File: src/rtl/cpe_pkg.sv
`timescale 1ns / 1ps
// Shared types, constants and saturation helpers for the complex polynomial evaluator.
// No dependencies; imported by the controller, the datapath and the top level.
package cpe_pkg;

    // Fixed widths of the fixed-point data and the item fields.
    localparam int DATA_W        = 32;
    localparam int FRAC_W        = 16;
    localparam int COUNT_W       = 7;
    localparam int IDX_W         = 6;
    localparam int PADDR_W       = 3;
    localparam int PDATA_W       = 32;
    localparam int MAX_COEFS_DEF = 64;

    // One in Q16.16.
    localparam logic signed [DATA_W-1:0] Q_ONE = 32'sh0001_0000;

    // Register index decoded from the word address bit of paddr.
    localparam logic REG_COEF_COUNT = 1'b0;

    // Item function codes.
    typedef enum logic [0:0] {
        FUNC_LOAD = 1'b0,
        FUNC_EVAL = 1'b1
    } t_func;

    // Commands from the controller to the datapath.
    typedef struct packed {
        logic start;     // latch point, clear accumulator, set power to one
        logic load;      // write one coefficient into the store
        logic issue_p;   // issue x * p into the shared complex multiplier
        logic issue_t;   // issue p * coef into the shared complex multiplier
        logic cnt_inc;   // step to the next coefficient
        logic out_load;  // copy accumulator and flag into the output register
    } t_cmd;

    // Status from the datapath to the controller.
    typedef struct packed {
        logic n_zero;    // no coefficients in use
        logic last;      // current coefficient is the last one
        logic pipe_idle; // multiplier and accumulator stages are empty
    } t_stat;

    // Saturated value with its overflow flag.
    typedef struct packed {
        logic              ovf;
        logic [DATA_W-1:0] val;
    } t_sat;

    // Saturate a shifted 49-bit product component to 32 bits.
    function automatic t_sat sat_prod(input logic [48:0] v);
        t_sat r;
        r.ovf = !((&v[48:31]) || (~|v[48:31]));
        if (r.ovf) begin
            r.val = v[48] ? 32'h8000_0000 : 32'h7FFF_FFFF;
        end else begin
            r.val = v[31:0];
        end
        return r;
    endfunction

    // Saturate a 33-bit sum to 32 bits.
    function automatic t_sat sat_sum(input logic [32:0] v);
        t_sat r;
        r.ovf = (v[32] != v[31]);
        if (r.ovf) begin
            r.val = v[32] ? 32'h8000_0000 : 32'h7FFF_FFFF;
        end else begin
            r.val = v[31:0];
        end
        return r;
    endfunction

endpackage

File: src/rtl/cpe_ctrl.sv
`timescale 1ns / 1ps
// Sequencing state machine for the complex polynomial evaluator.
// Depends on cpe_pkg for the command and status structs.
module cpe_ctrl
    import cpe_pkg::*;
(
    input  logic       i_clk,
    input  logic       i_rst_n,
    input  logic       i_in_valid,
    output logic       o_in_ready,
    input  logic [0:0] i_func,
    output logic       o_out_valid,
    input  logic       i_out_ready,
    input  t_stat      i_stat,
    output t_cmd       o_cmd
);

    typedef enum logic [2:0] {
        S_IDLE,
        S_PHP,
        S_PHT,
        S_DRAIN,
        S_DONE
    } t_state;

    t_state r_state;
    t_state n_state;
    logic   r_out_valid;
    logic   n_out_valid;
    logic   in_accept;
    logic   out_free;

    assign o_in_ready  = (r_state == S_IDLE);
    assign in_accept   = i_in_valid && o_in_ready;
    assign out_free    = !r_out_valid || i_out_ready;
    assign o_out_valid = r_out_valid;

    // Next state and per-cycle commands.
    always_comb begin
        n_state = r_state;
        o_cmd   = '0;
        case (r_state)
            S_IDLE: begin
                if (in_accept) begin
                    if (i_func == FUNC_EVAL) begin
                        o_cmd.start = 1'b1;
                        n_state     = S_PHP;
                    end else begin
                        o_cmd.load = 1'b1;
                    end
                end
            end
            // Power phase: step the power unless last term; with no terms, finish.
            S_PHP: begin
                if (i_stat.n_zero) begin
                    n_state = S_DONE;
                end else begin
                    o_cmd.issue_p = !i_stat.last;
                    n_state       = S_PHT;
                end
            end
            // Term phase: multiply the power by the coefficient just read.
            S_PHT: begin
                o_cmd.issue_t = 1'b1;
                if (i_stat.last) begin
                    n_state = S_DRAIN;
                end else begin
                    o_cmd.cnt_inc = 1'b1;
                    n_state       = S_PHP;
                end
            end
            S_DRAIN: begin
                if (i_stat.pipe_idle) begin
                    n_state = S_DONE;
                end
            end
            S_DONE: begin
                if (out_free) begin
                    o_cmd.out_load = 1'b1;
                    n_state        = S_IDLE;
                end
            end
            default: begin
                n_state = S_IDLE;
            end
        endcase
    end

    // Output valid follows the output register load and the consumer taking it.
    always_comb begin
        n_out_valid = r_out_valid;
        if (o_cmd.out_load) begin
            n_out_valid = 1'b1;
        end else if (r_out_valid && i_out_ready) begin
            n_out_valid = 1'b0;
        end
    end

    // State and registered outputs.
    always_ff @(posedge i_clk) begin
        if (!i_rst_n) begin
            r_state     <= S_IDLE;
            r_out_valid <= 1'b0;
        end else begin
            r_state     <= n_state;
            r_out_valid <= n_out_valid;
        end
    end

endmodule

File: config.mk
export PLATFORM = sky130hd
export DESIGN_NAME = cpe_ctrl
export DESIGN_NICKNAME = d
export VERILOG_FILES = /design/src/rtl/cpe_pkg.sv /design/src/rtl/cpe_ctrl.sv
export SDC_FILE = /design/constraint.sdc
export NUM_CORES = 1
export LEC_CHECK = 0
export BUFFER_PORTS_ARGS = -buffer_cell sky130_fd_sc_hd__buf_2
export CAP_MARGIN = 40
export CORE_AREA = 5 5 42 44
export CTS_CLUSTER_DIAMETER = 50
export CTS_CLUSTER_SIZE = 10
export DETAILED_ROUTE_END_ITERATION = 16
export DIE_AREA = 0 0 47 49
export PLACE_DENSITY_LB_ADDON = 0.15
export SYNTH_ARGS = -nofsm -noshare
export SYNTH_HDL_FRONTEND = slang
export SYNTH_SLANG_ARGS = --single-unit
export TNS_END_PERCENT = 5
File: constraint.sdc
create_clock -name i_clk -period 1.3 [get_ports i_clk]
set_clock_uncertainty 0.05 [all_clocks]
set_input_delay 0.13 -clock i_clk [delete_from_list [all_inputs] [get_ports i_clk]]
set_output_delay 0.13 -clock i_clk [all_outputs]
set_load 0.1 [all_outputs]
==> metrics.yaml, run 1 <==
outcome:
  status: "complete, but fails checks"
  failed_checks: "negative setup slack"
synth:
  synth_cells: 26
  most_instantiated_flip_flop_cell_in_the_synthesis_netlist: "dfxtp_1"
  post-synth-top-count-cell: "dfxtp_1"
  synth-seq-area-share: 0.3333
  synth_top_area_share: 0.3333
  yosysUniqueCellTypes: 18
  post_synth.cell_area_avg_um2: 9.240
  synth.net_count: 34
  synth_enable_flop_cells: 0
  ys_async_sr_fraction: 0
  synth_largest_area_cell: "dfxtp_1"
  ys.warnings.count: 0
  synthTopCellsByArea: "dfxtp_1, nand2b_1, and3b_1"
  synth_seq_cells: 4
  syn-cell-area_um2: 240.2
  synth.cells.most_frequent: "dfxtp_1, nand2b_1, and3b_1, nor2b_1, nor3_1"
power_and_ir_drop:
  clock_power_share: 0.266
  net-switching-power_mw: 0.2135
  sequentialPowerShare: 0.260
  comb_power_share: 0.474
  power_leakage_nw: 0.2290
  switching_share: 0.3877
  power_per_cell_area_nw_per_um2: 1000
  largest_vdd_supply_drop_mv: 0.3310
  power.internal_mw: 0.3372
finish:
  antenna_cells_inserted: 0
  final_nets: 57
  fin_cells: 63
  syn2layout_area_growth_pct: 129.2
  postLayoutCoreUtil: 0.3929
  final_layout_size_suffix_gt1_frac: 0.7447
timing:
  post-route-min-period_ns: 1.461
  grt_setup_unrepaired: "yes"
  achievable-frequency_ghz: 0.6844
  timing.max_slew.rel_slack: 0.6787
  totalNegativeSetupSlack_ns: -0.6045
  final.hold.worst_slack_ns: 0.1040
  timing.final.ws_setup_ns: -0.1612
  fin_crit_sh: 1.124
  finalSetupViolCount: 6
  worstMarginPinSlew_ns: 0.4853
  timing_hold_violations_final: 0
  drv_slew: 0
critical_path:
  critical-path-slowest-cell: "dfxtp_2"
  worst-endpoint-required_ns: 1.12
  critical_path.max_fanout: 5
  cell_family_with_most_cp_delay: "simple AND/OR/NAND/NOR gates"
  crit_path_start_kind: "flop"
  timing.critical_path.slowest_cell_delay_ns: 0.34
  timing_worst_setup_path_type: "flop to output port"
  critPathArrivalTime_ns: 1.28
  endpoint_kind: "output port"
  number_of_buffer_and_inverter_stages_on_the_critical_path: 2
  cp_cell_sequence: "buf_4, nor3_4, and3b_4, buf_12"
routing:
  finalWirelength_um: 826
  num_vias: 288
  detail_route.first_pass.iterations: 2
  final_antenna_net_count: 0
  drt_iter0_markers: 3
  via_to_cell_ratio: 4.571
  routedWlPerCell_um: 13.11
  drt_drc_violations_left: 0
global_routing:
  grtUsageTotal: 0.09148
  antenna_found_initial: 0
  pin_count_of_the_biggest_net_entering_global_routing: 8
  first_global_vias: 330
  global_route.overflow_total: 0
  wire_length_of_the_first_global_routing_pass_um: 1476
die:
  core.rowCount: 14
  die_width_um: 47
  die-area_um2: 2303
  die_span_in_y_um: 49
  coreArea_um2: 1401
  design.portCount: 16
  initial_utilization: 0.1714
cts:
  cts.hold.buffers_added: 0
  cts_tree: "yes"
  numCtsBuffers: 3
  buffer_cell_driving_the_clock_tree_root: "clkbuf_4"
  clock_net_sink_count: 4
  worstSkewPairLatency_ns: 0.23
  cts.repair_timing.setup_buffer_count: 0
  clk_pin_slew_worst_paths_ns: 0.04
  cts.htree.levels: 1
  cts-root-to-sink-buffers: 2
flow_run:
  timing.max_cap.violations: 0
place:
  port-buffer-count: 15
  gpl.final_weighted_congestion: 0.7632
  place_inst: 60
min_path:
  min_path_type: "input pin to flop"
## area by class of cell
| type | count | area (um2) |
|---|---|---|
| timing repair buffer | 19 | 210.2 |
| tap | 16 | 20.02 |
| clock buffer | 3 | 22.52 |
| sequential | 4 | 86.33 |
| multi-input combinational | 21 | 211.5 |
| fill | 154 | 850.8 |
## routing by layer
layer,global-route usage,routed length [um],vias up
li1,-,-,141
met1,0.09211,300,134
met4,0.05530,18,0
met3,0.04428,57,2
met2,0.1448,450,11
met5,0,0,-
## power by group through the flow
stage / combinational [mW] / sequential [mW] / clock (mW)
after CTS: 0.261 / 0.144 / 0.154
final: 0.261 / 0.143 / 0.146
after global placement: 0.255 / 0.143 / 0
after global routing: 0.271 / 0.145 / 0.170
after floorplan: 0.149 / 0.149 / 0
after detailed placement: 0.257 / 0.144 / 0
## repair_timing
action | in CTS | in global routing
setup endpoints to repair | 7 | 7
pin swaps | 0 | 1
gates resized for setup | 3 | 4
## placed cells by master, fill, tap and decap left out
cell type / n
clkbuf_4: 3
dfxtp_2: 2
a21oi_1: 1
nand2b_1: 2
a31oi_1: 1
nor3b_2: 1
nand2b_4: 1
dfxtp_4: 1
o21a_1: 1
and2_1: 1
mux2_4: 1
a32o_1: 1
a211oi_2: 1
buf_12: 7
nor2b_1: 1
buf_4: 4
and3b_4: 1
buf_2: 8
nor4_1: 1
nor2_4: 1
nor2b_4: 1
nor3_4: 2
nand3b_1: 1
and3b_1: 1
dfxtp_1: 1
and3_4: 1
## through the flow
step | setup slack [ns] | area [um2] | power, mW
2_1_floorplan | -0.6267 | 276.5 | 0.2975
3_3_place_gp | 0.06098 | 499.2 | 0.3975
3_5_place_dp | 0.04637 | 499.2 | 0.4011
4_1_cts | -0.1769 | 533.0 | 0.5596
5_1_grt | -0.2158 | 550.5 | 0.5864
6_report | -0.1612 | 550.5 | 0.5507
## flip-flops by register name, summed over array words and instances, names as in the netlist
register	flops
o_out_valid	1
r_state	3
## logic make-up after synthesis
group | count (synthesis) | synth area share
compound gates | 5 | 0.1719
buf+inv | 1 | 0.03126
flops | 4 | 0.3333
mux | 1 | 0.06248
simple gates | 15 | 0.4011
## final timing paths
check / startpoint / endpoint / slack, ns / cells past startpoint
hold / removal: i_rst_n / o_out_valid$_SDFFE_PN0P_ / 0.10 / 2
hold reg to reg: r_state[0]$_SDFFE_PN0P_ / r_state[1]$_SDFFE_PN0P_ / 0.43 / 1
setup reg to reg: r_state[1]$_SDFFE_PN0P_ / r_state[2]$_SDFFE_PN0P_ / 0.20 / 2
setup / recovery: r_state[0]$_SDFFE_PN0P_ / o_cmd[4] / -0.16 / 4
(Power assumes the default switching activity.)
==> run 2, diff against run 1 <==
clock period = 1.52 ns   (was 1.3 ns; I/O delays follow)
==> metrics.yaml, run 2 (synthesized netlist as in run 1, its figures left out) <==
cts:
  cts_tree: "yes"
  cts.hold.buffers_added: 0  # unchanged
  cts.repair_timing.setup_buffer_count: 0  # unchanged
  cts.htree.levels: 1  # unchanged
  clk_pin_slew_worst_paths_ns: 0.04  # about the same
  worstSkewPairLatency_ns: 0.23  # about the same
  numCtsBuffers: 3  # unchanged
  cts-root-to-sink-buffers: 2  # unchanged
  clock_net_sink_count: 4  # unchanged
  buffer_cell_driving_the_clock_tree_root: "clkbuf_4"
power_and_ir_drop:
  power_per_cell_area_nw_per_um2: 879.9  # -12%
  power_leakage_nw: 0.2110  # -7.9%
  largest_vdd_supply_drop_mv: 0.2527  # -24%
critical_path:
  critical_path.max_fanout: 7  # +2
  timing_worst_setup_path_type: "flop to output port"
  crit_path_start_kind: "flop"
  worst-endpoint-required_ns: 1.32  # +0.20 ns
  endpoint_kind: "output port"
  critPathArrivalTime_ns: 1.27  # about the same
finish:
  final_nets: 54  # -5.3%
  antenna_cells_inserted: 0  # unchanged
  seq_area_um2: 86.33  # unchanged
  regMostFlops: "r_state"
  syn2layout_area_growth_pct: 114.6
  postLayoutCoreUtil: 0.3679  # -0.02500
  fin_cells: 60  # -4.8%
  most_frequent_cells_in_the_layout: "buf_2, buf_12, nand2b_1, clkbuf_4"
  final_layout_size_suffix_gt1_frac: 0.7045  # -0.04014
  multi_input_comb_area_um2: 198.9  # -5.9%
  largest_register_ff_count: 3  # unchanged
  nFillCells: 153  # -0.65%
  layout_commonest_cell: "buf_2"
routing:
  drt_drc_violations_left: 0  # unchanged
  detail_route.first_pass.iterations: 3  # +1
  routedWlPerCell_um: 11.70  # -11%
  via_to_cell_ratio: 4.383  # -4.1%
  final_antenna_net_count: 0  # unchanged
  finalWirelength_um: 702  # -15%
  num_vias: 263  # -8.7%
  drt_iter0_markers: 1  # -2
place:
  gpl.final_weighted_congestion: 0.7580  # -0.68%
  place_inst: 57  # -5.0%
  port-buffer-count: 15  # unchanged
  preCtsSetupSlack_ns: 0.2012  # +0.1549 ns
timing:
  achievable-frequency_ghz: 0.6815
  timing.final.ws_setup_ns: 0.05255  # +0.2137 ns
  totalNegativeSetupSlack_ns: 0  # +0.6045 ns
  post-route-min-period_ns: 1.467
  drv_slew: 0  # unchanged
  timing.max_slew.rel_slack: 0.6779  # -0.0008000
  fin_crit_sh: 0.9654
  timing_hold_violations_final: 0  # unchanged
  finalSetupViolCount: 0  # -6
  worstMarginPinSlew_ns: 0.4865  # +0.001208 ns
  final.hold.worst_slack_ns: 0.1215  # +0.01754 ns
  grt_setup_unrepaired: "yes"
die:
  core.rowCount: 14  # unchanged
  die-area_um2: 2303  # unchanged
  coreArea_um2: 1401  # unchanged
  initial_utilization: 0.1714  # unchanged
  die_width_um: 47  # unchanged
  design.portCount: 16  # unchanged
  die_span_in_y_um: 49  # unchanged
min_path:
  min_path_type: "input pin to flop"
flow_run:
  timing.max_cap.violations: 0  # unchanged
global_routing:
  wire_length_of_the_first_global_routing_pass_um: 1186  # -20%
  global_route.overflow_total: 0  # unchanged
  antenna_found_initial: 0  # unchanged
  pin_count_of_the_biggest_net_entering_global_routing: 9  # +1
  first_global_vias: 298  # -9.7%
  grtUsageTotal: 0.07465  # -0.01684
outcome:
  status: "finished clean"
[run 2: cell types whose count changed in the layout (fill, tap and decap cells not counted)]
cell      previous run  this run
nand2b_1             2         3
nor2_2               0         1
nor2_4               1         0
nand2b_4             1         0
buf_4                4         1
[run 2: final timing paths]
kind / startpoint / endpoint / slack [ns] / cells after the start
worst max-delay path: r_state[2]$_SDFFE_PN0P_ / o_cmd[4] / 0.05 / 3
worst min-delay path: i_rst_n / o_out_valid$_SDFFE_PN0P_ / 0.12 / 2
worst max register to register: r_state[1]$_SDFFE_PN0P_ / r_state[2]$_SDFFE_PN0P_ / 0.40 / 2
worst min register to register: r_state[0]$_SDFFE_PN0P_ / r_state[1]$_SDFFE_PN0P_ / 0.50 / 1
[run 2: metal layers]
layer | share of wire | track usage | vias to the layer above
met1 | 0.45 | 0.08571 | 120
met5 | 0 | 0 | -
met3 | 0.054 | 0.03321 | 0
li1 | - | - | 134
met4 | 0 | 0.06912 | 0
met2 | 0.49 | 0.09729 | 9
[run 2: layout make-up]
cell class	count	share of cell area
repair buffers	16	0.3641
multi-input cells	21	0.3859
clock buffers	3	0.04369
well taps	16	0.03883
flip-flops and latches	4	0.1675
[run 2: power breakdown]
part	internal, mW	switching, mW	leakage [nW]
sequential	0.111	0.0132	0.0342
clock	0.0878	0.0368	0.0138
combinational	0.0777	0.127	0.163
[run 2: stage by stage]
| stage | cell area, um2 | total power, mW |
|---|---|---|
| 2_1_floorplan | 276.5 | 0.2544 |
| 3_3_place_gp | 476.7 | 0.3293 |
| 3_5_place_dp | 476.7 | 0.3306 |
| 4_1_cts | 506.7 | 0.4639 |
| 5_1_grt | 515.5 | 0.4820 |
| 6_report | 515.5 | 0.4536 |
[run 2: repair_timing]
| action | 4_1_cts | 5_1_grt |
|---|---|---|
| setup endpoints to repair | 1 | 5 |
| resized for setup | 2 | 3 |
| endpoints found under the hold margin | 0 | 0 |
[run 2: critical path: stages (launching register included)]
cell,delay (ns)
dfxtp_4,0.37
nor3_4,0.26
and3b_4,0.24
buf_12,0.17
==> run 3, diff against run 2 <==
REMOVE_ABC_BUFFERS = 1   (was unset)
==> metrics.yaml, run 3 (synthesized netlist as in run 1, its figures left out) <==
routing:
  final_antenna_net_count: 0  # unchanged
  via_to_cell_ratio: 4.574  # +4.3%
  drt_drc_violations_left: 0  # unchanged
  num_vias: 279  # +6.1%
  detail_route.first_pass.iterations: 2  # -1
  drt_iter0_markers: 2  # +1
  routedWlPerCell_um: 12.49  # +6.8%
  finalWirelength_um: 762  # +8.5%
place:
  dpl.hpwl_um: 554.6
  gpl.final_weighted_congestion: 0.6921  # -8.7%
  port-buffer-count: 15  # unchanged
  preCtsSetupSlack_ns: 0.2040  # +0.002750 ns
flow_run:
  timing.max_cap.violations: 0  # unchanged
min_path:
  min_path_type: "input pin to flop"
critical_path:
  critical-path-slowest-cell: "dfxtp_4"
  worst-endpoint-required_ns: 1.32  # about the same
  timing.critical_path.slowest_cell_delay_ns: 0.37  # about the same
  critical_path.max_fanout: 7  # unchanged
  crit_path_start_kind: "flop"
  timing_worst_setup_path_type: "flop to output port"
  cell_family_with_most_cp_delay: "simple AND/OR/NAND/NOR gates"
  number_of_buffer_and_inverter_stages_on_the_critical_path: 1  # unchanged
  endpoint_kind: "output port"
  cp_cell_sequence: "nor3_2, and3_1, buf_12"
  critPathArrivalTime_ns: 1.27  # about the same
timing:
  worstMarginPinSlew_ns: 0.4878  # +0.001298 ns
  grt_setup_unrepaired: "yes"
  finalSetupViolCount: 0  # unchanged
  timing_hold_violations_final: 0  # unchanged
  final.hold.worst_slack_ns: 0.1206  # -0.0009970 ns
  achievable-frequency_ghz: 0.6797  # -0.26%
  timing.max_slew.rel_slack: 0.6771  # -0.0008590
  post-route-min-period_ns: 1.471  # +0.003841 ns
  timing.final.ws_setup_ns: 0.04871  # -0.003841 ns
  drv_slew: 0  # unchanged
  fin_crit_sh: 0.9680  # +0.002527
cts:
  clk_pin_slew_worst_paths_ns: 0.04  # about the same
  cts.htree.levels: 1  # unchanged
  cts.hold.buffers_added: 0  # unchanged
  clock_net_sink_count: 4  # unchanged
  buffer_cell_driving_the_clock_tree_root: "clkbuf_4"
  cts-root-to-sink-buffers: 2  # unchanged
  worstSkewPairLatency_ns: 0.23  # about the same
  cts_tree: "yes"
  numCtsBuffers: 3  # unchanged
power_and_ir_drop:
  net-switching-power_mw: 0.1848  # +4.4%
  clock_power_share: 0.279  # +0.004
  power_per_cell_area_nw_per_um2: 872.5  # -0.84%
  sequentialPowerShare: 0.268  # -0.006
  largest_vdd_supply_drop_mv: 0.5882  # +130%
  switching_share: 0.3966  # +0.006024
  total_power_mw: 0.4661  # +2.8%
  power.internal_mw: 0.2813  # +1.8%
  comb_power_share: 0.453  # about the same
  power_leakage_nw: 0.2226  # +5.5%
finish:
  final_layout_size_suffix_gt1_frac: 0.7556  # +0.05101
  layout_commonest_cell: "buf_2"
  seq_area_um2: 86.33  # unchanged
  largest_register_ff_count: 3  # unchanged
  multi_input_comb_area_um2: 210.2  # +5.7%
  nFillCells: 154  # +0.65%
  most_frequent_cells_in_the_layout: "buf_2, buf_12, clkbuf_4"
  regMostFlops: "r_state"
  syn2layout_area_growth_pct: 122.4
  final_nets: 55  # +1.9%
  antenna_cells_inserted: 0  # unchanged
die:
  initial_utilization: 0.1714  # unchanged
  core.rowCount: 14  # unchanged
  die_width_um: 47  # unchanged
  design.portCount: 16  # unchanged
  die-area_um2: 2303  # unchanged
  die_span_in_y_um: 49  # unchanged
  coreArea_um2: 1401  # unchanged
global_routing:
  wire_length_of_the_first_global_routing_pass_um: 1262  # +6.4%
  pin_count_of_the_biggest_net_entering_global_routing: 9  # unchanged
  global_route.overflow_total: 0  # unchanged
  antenna_found_initial: 0  # unchanged
  first_global_vias: 302  # +1.3%
  grtUsageTotal: 0.07806  # +0.003411
outcome:
  status: "finished clean"
==> run 3: changes by cell type in the layout (fill, tap and decap cells not counted) <==
cell | previous run | this run
buf_4 | 1 | 2
nor3_2 | 0 | 1
nor4_1 | 1 | 0
nand2b_1 | 3 | 2
nor3_4 | 2 | 1
and2_4 | 0 | 1
and2_1 | 1 | 0
nand2b_4 | 0 | 1
and3b_4 | 1 | 0
and3_4 | 1 | 0
and3b_2 | 0 | 1
and3_1 | 0 | 1
nor4_4 | 0 | 1
==> run 3: cell type report <==
cell class / count / area share
Multi-Input combinational cell: 21 / 0.3934
Timing Repair Buffer: 17 / 0.3653
Sequential cell: 4 / 0.1616
Clock buffer: 3 / 0.04215
Tap cell: 16 / 0.03747
==> run 3: path summary, 6_finish.rpt <==
path                                               from                       end  slack [ns]  cells after the start
worst max-delay path            r_state[2]$_SDFFE_PN0P_                  o_cmd[5]        0.05                      3
worst min-delay path                            i_rst_n  o_out_valid$_SDFFE_PN0P_        0.12                      2
worst max register to register  r_state[1]$_SDFFE_PN0P_   r_state[1]$_SDFFE_PN0P_        0.38                      2
worst min register to register  r_state[0]$_SDFFE_PN0P_   r_state[1]$_SDFFE_PN0P_        0.49                      1
==> run 3: worst reg2reg max path, cell delays in order (launching register included) <==
cell      delay (ns)
dfxtp_2         0.45
mux2_4          0.34
a211oi_2        0.22
==> run 3: timing repair <==
action | CTS | global route
pin swaps | 0 | 2
gates resized for setup | 1 | 16
setup endpoints to repair | 4 | 7
setup buffers | 0 | 0
==> run 3: layer usage <==
| metal | share of wire | track usage | vias to the layer above | wire [um] |
|---|---|---|---|---|
| li1 | - | - | 134 | - |
| met1 | 0.44 | 0.1072 | 126 | 335 |
| met2 | 0.44 | 0.08371 | 17 | 336 |
| met3 | 0.10 | 0.05904 | 2 | 76 |
| met4 | 0.018 | 0.04147 | 0 | 14 |
| met5 | 0 | 0 | - | 0 |
==> run 3: power groups by stage <==
stage               Combinational, mW  Sequential, mW  Clock [mW]
floorplan                       0.117           0.124           0
global placement                0.199           0.121           0
detailed placement              0.200           0.122           0
CTS                             0.201           0.120       0.137
global route                    0.219           0.127       0.154
finish                          0.211           0.125       0.130
==> run 3: metrics by stage <==
step | cell area [um2] | std cells | utilization | TNS, ns
global placement | 447.9 | 58 | 0.3196 | 0
finish | 534.3 | 61 | 0.3813 | 0
global route | 534.3 | 61 | 0.3813 | -0.008446
detailed placement | 447.9 | 58 | 0.3196 | 0
CTS | 473.0 | 61 | 0.3375 | -0.1837
floorplan | 232.7 | 25 | - | -8.335
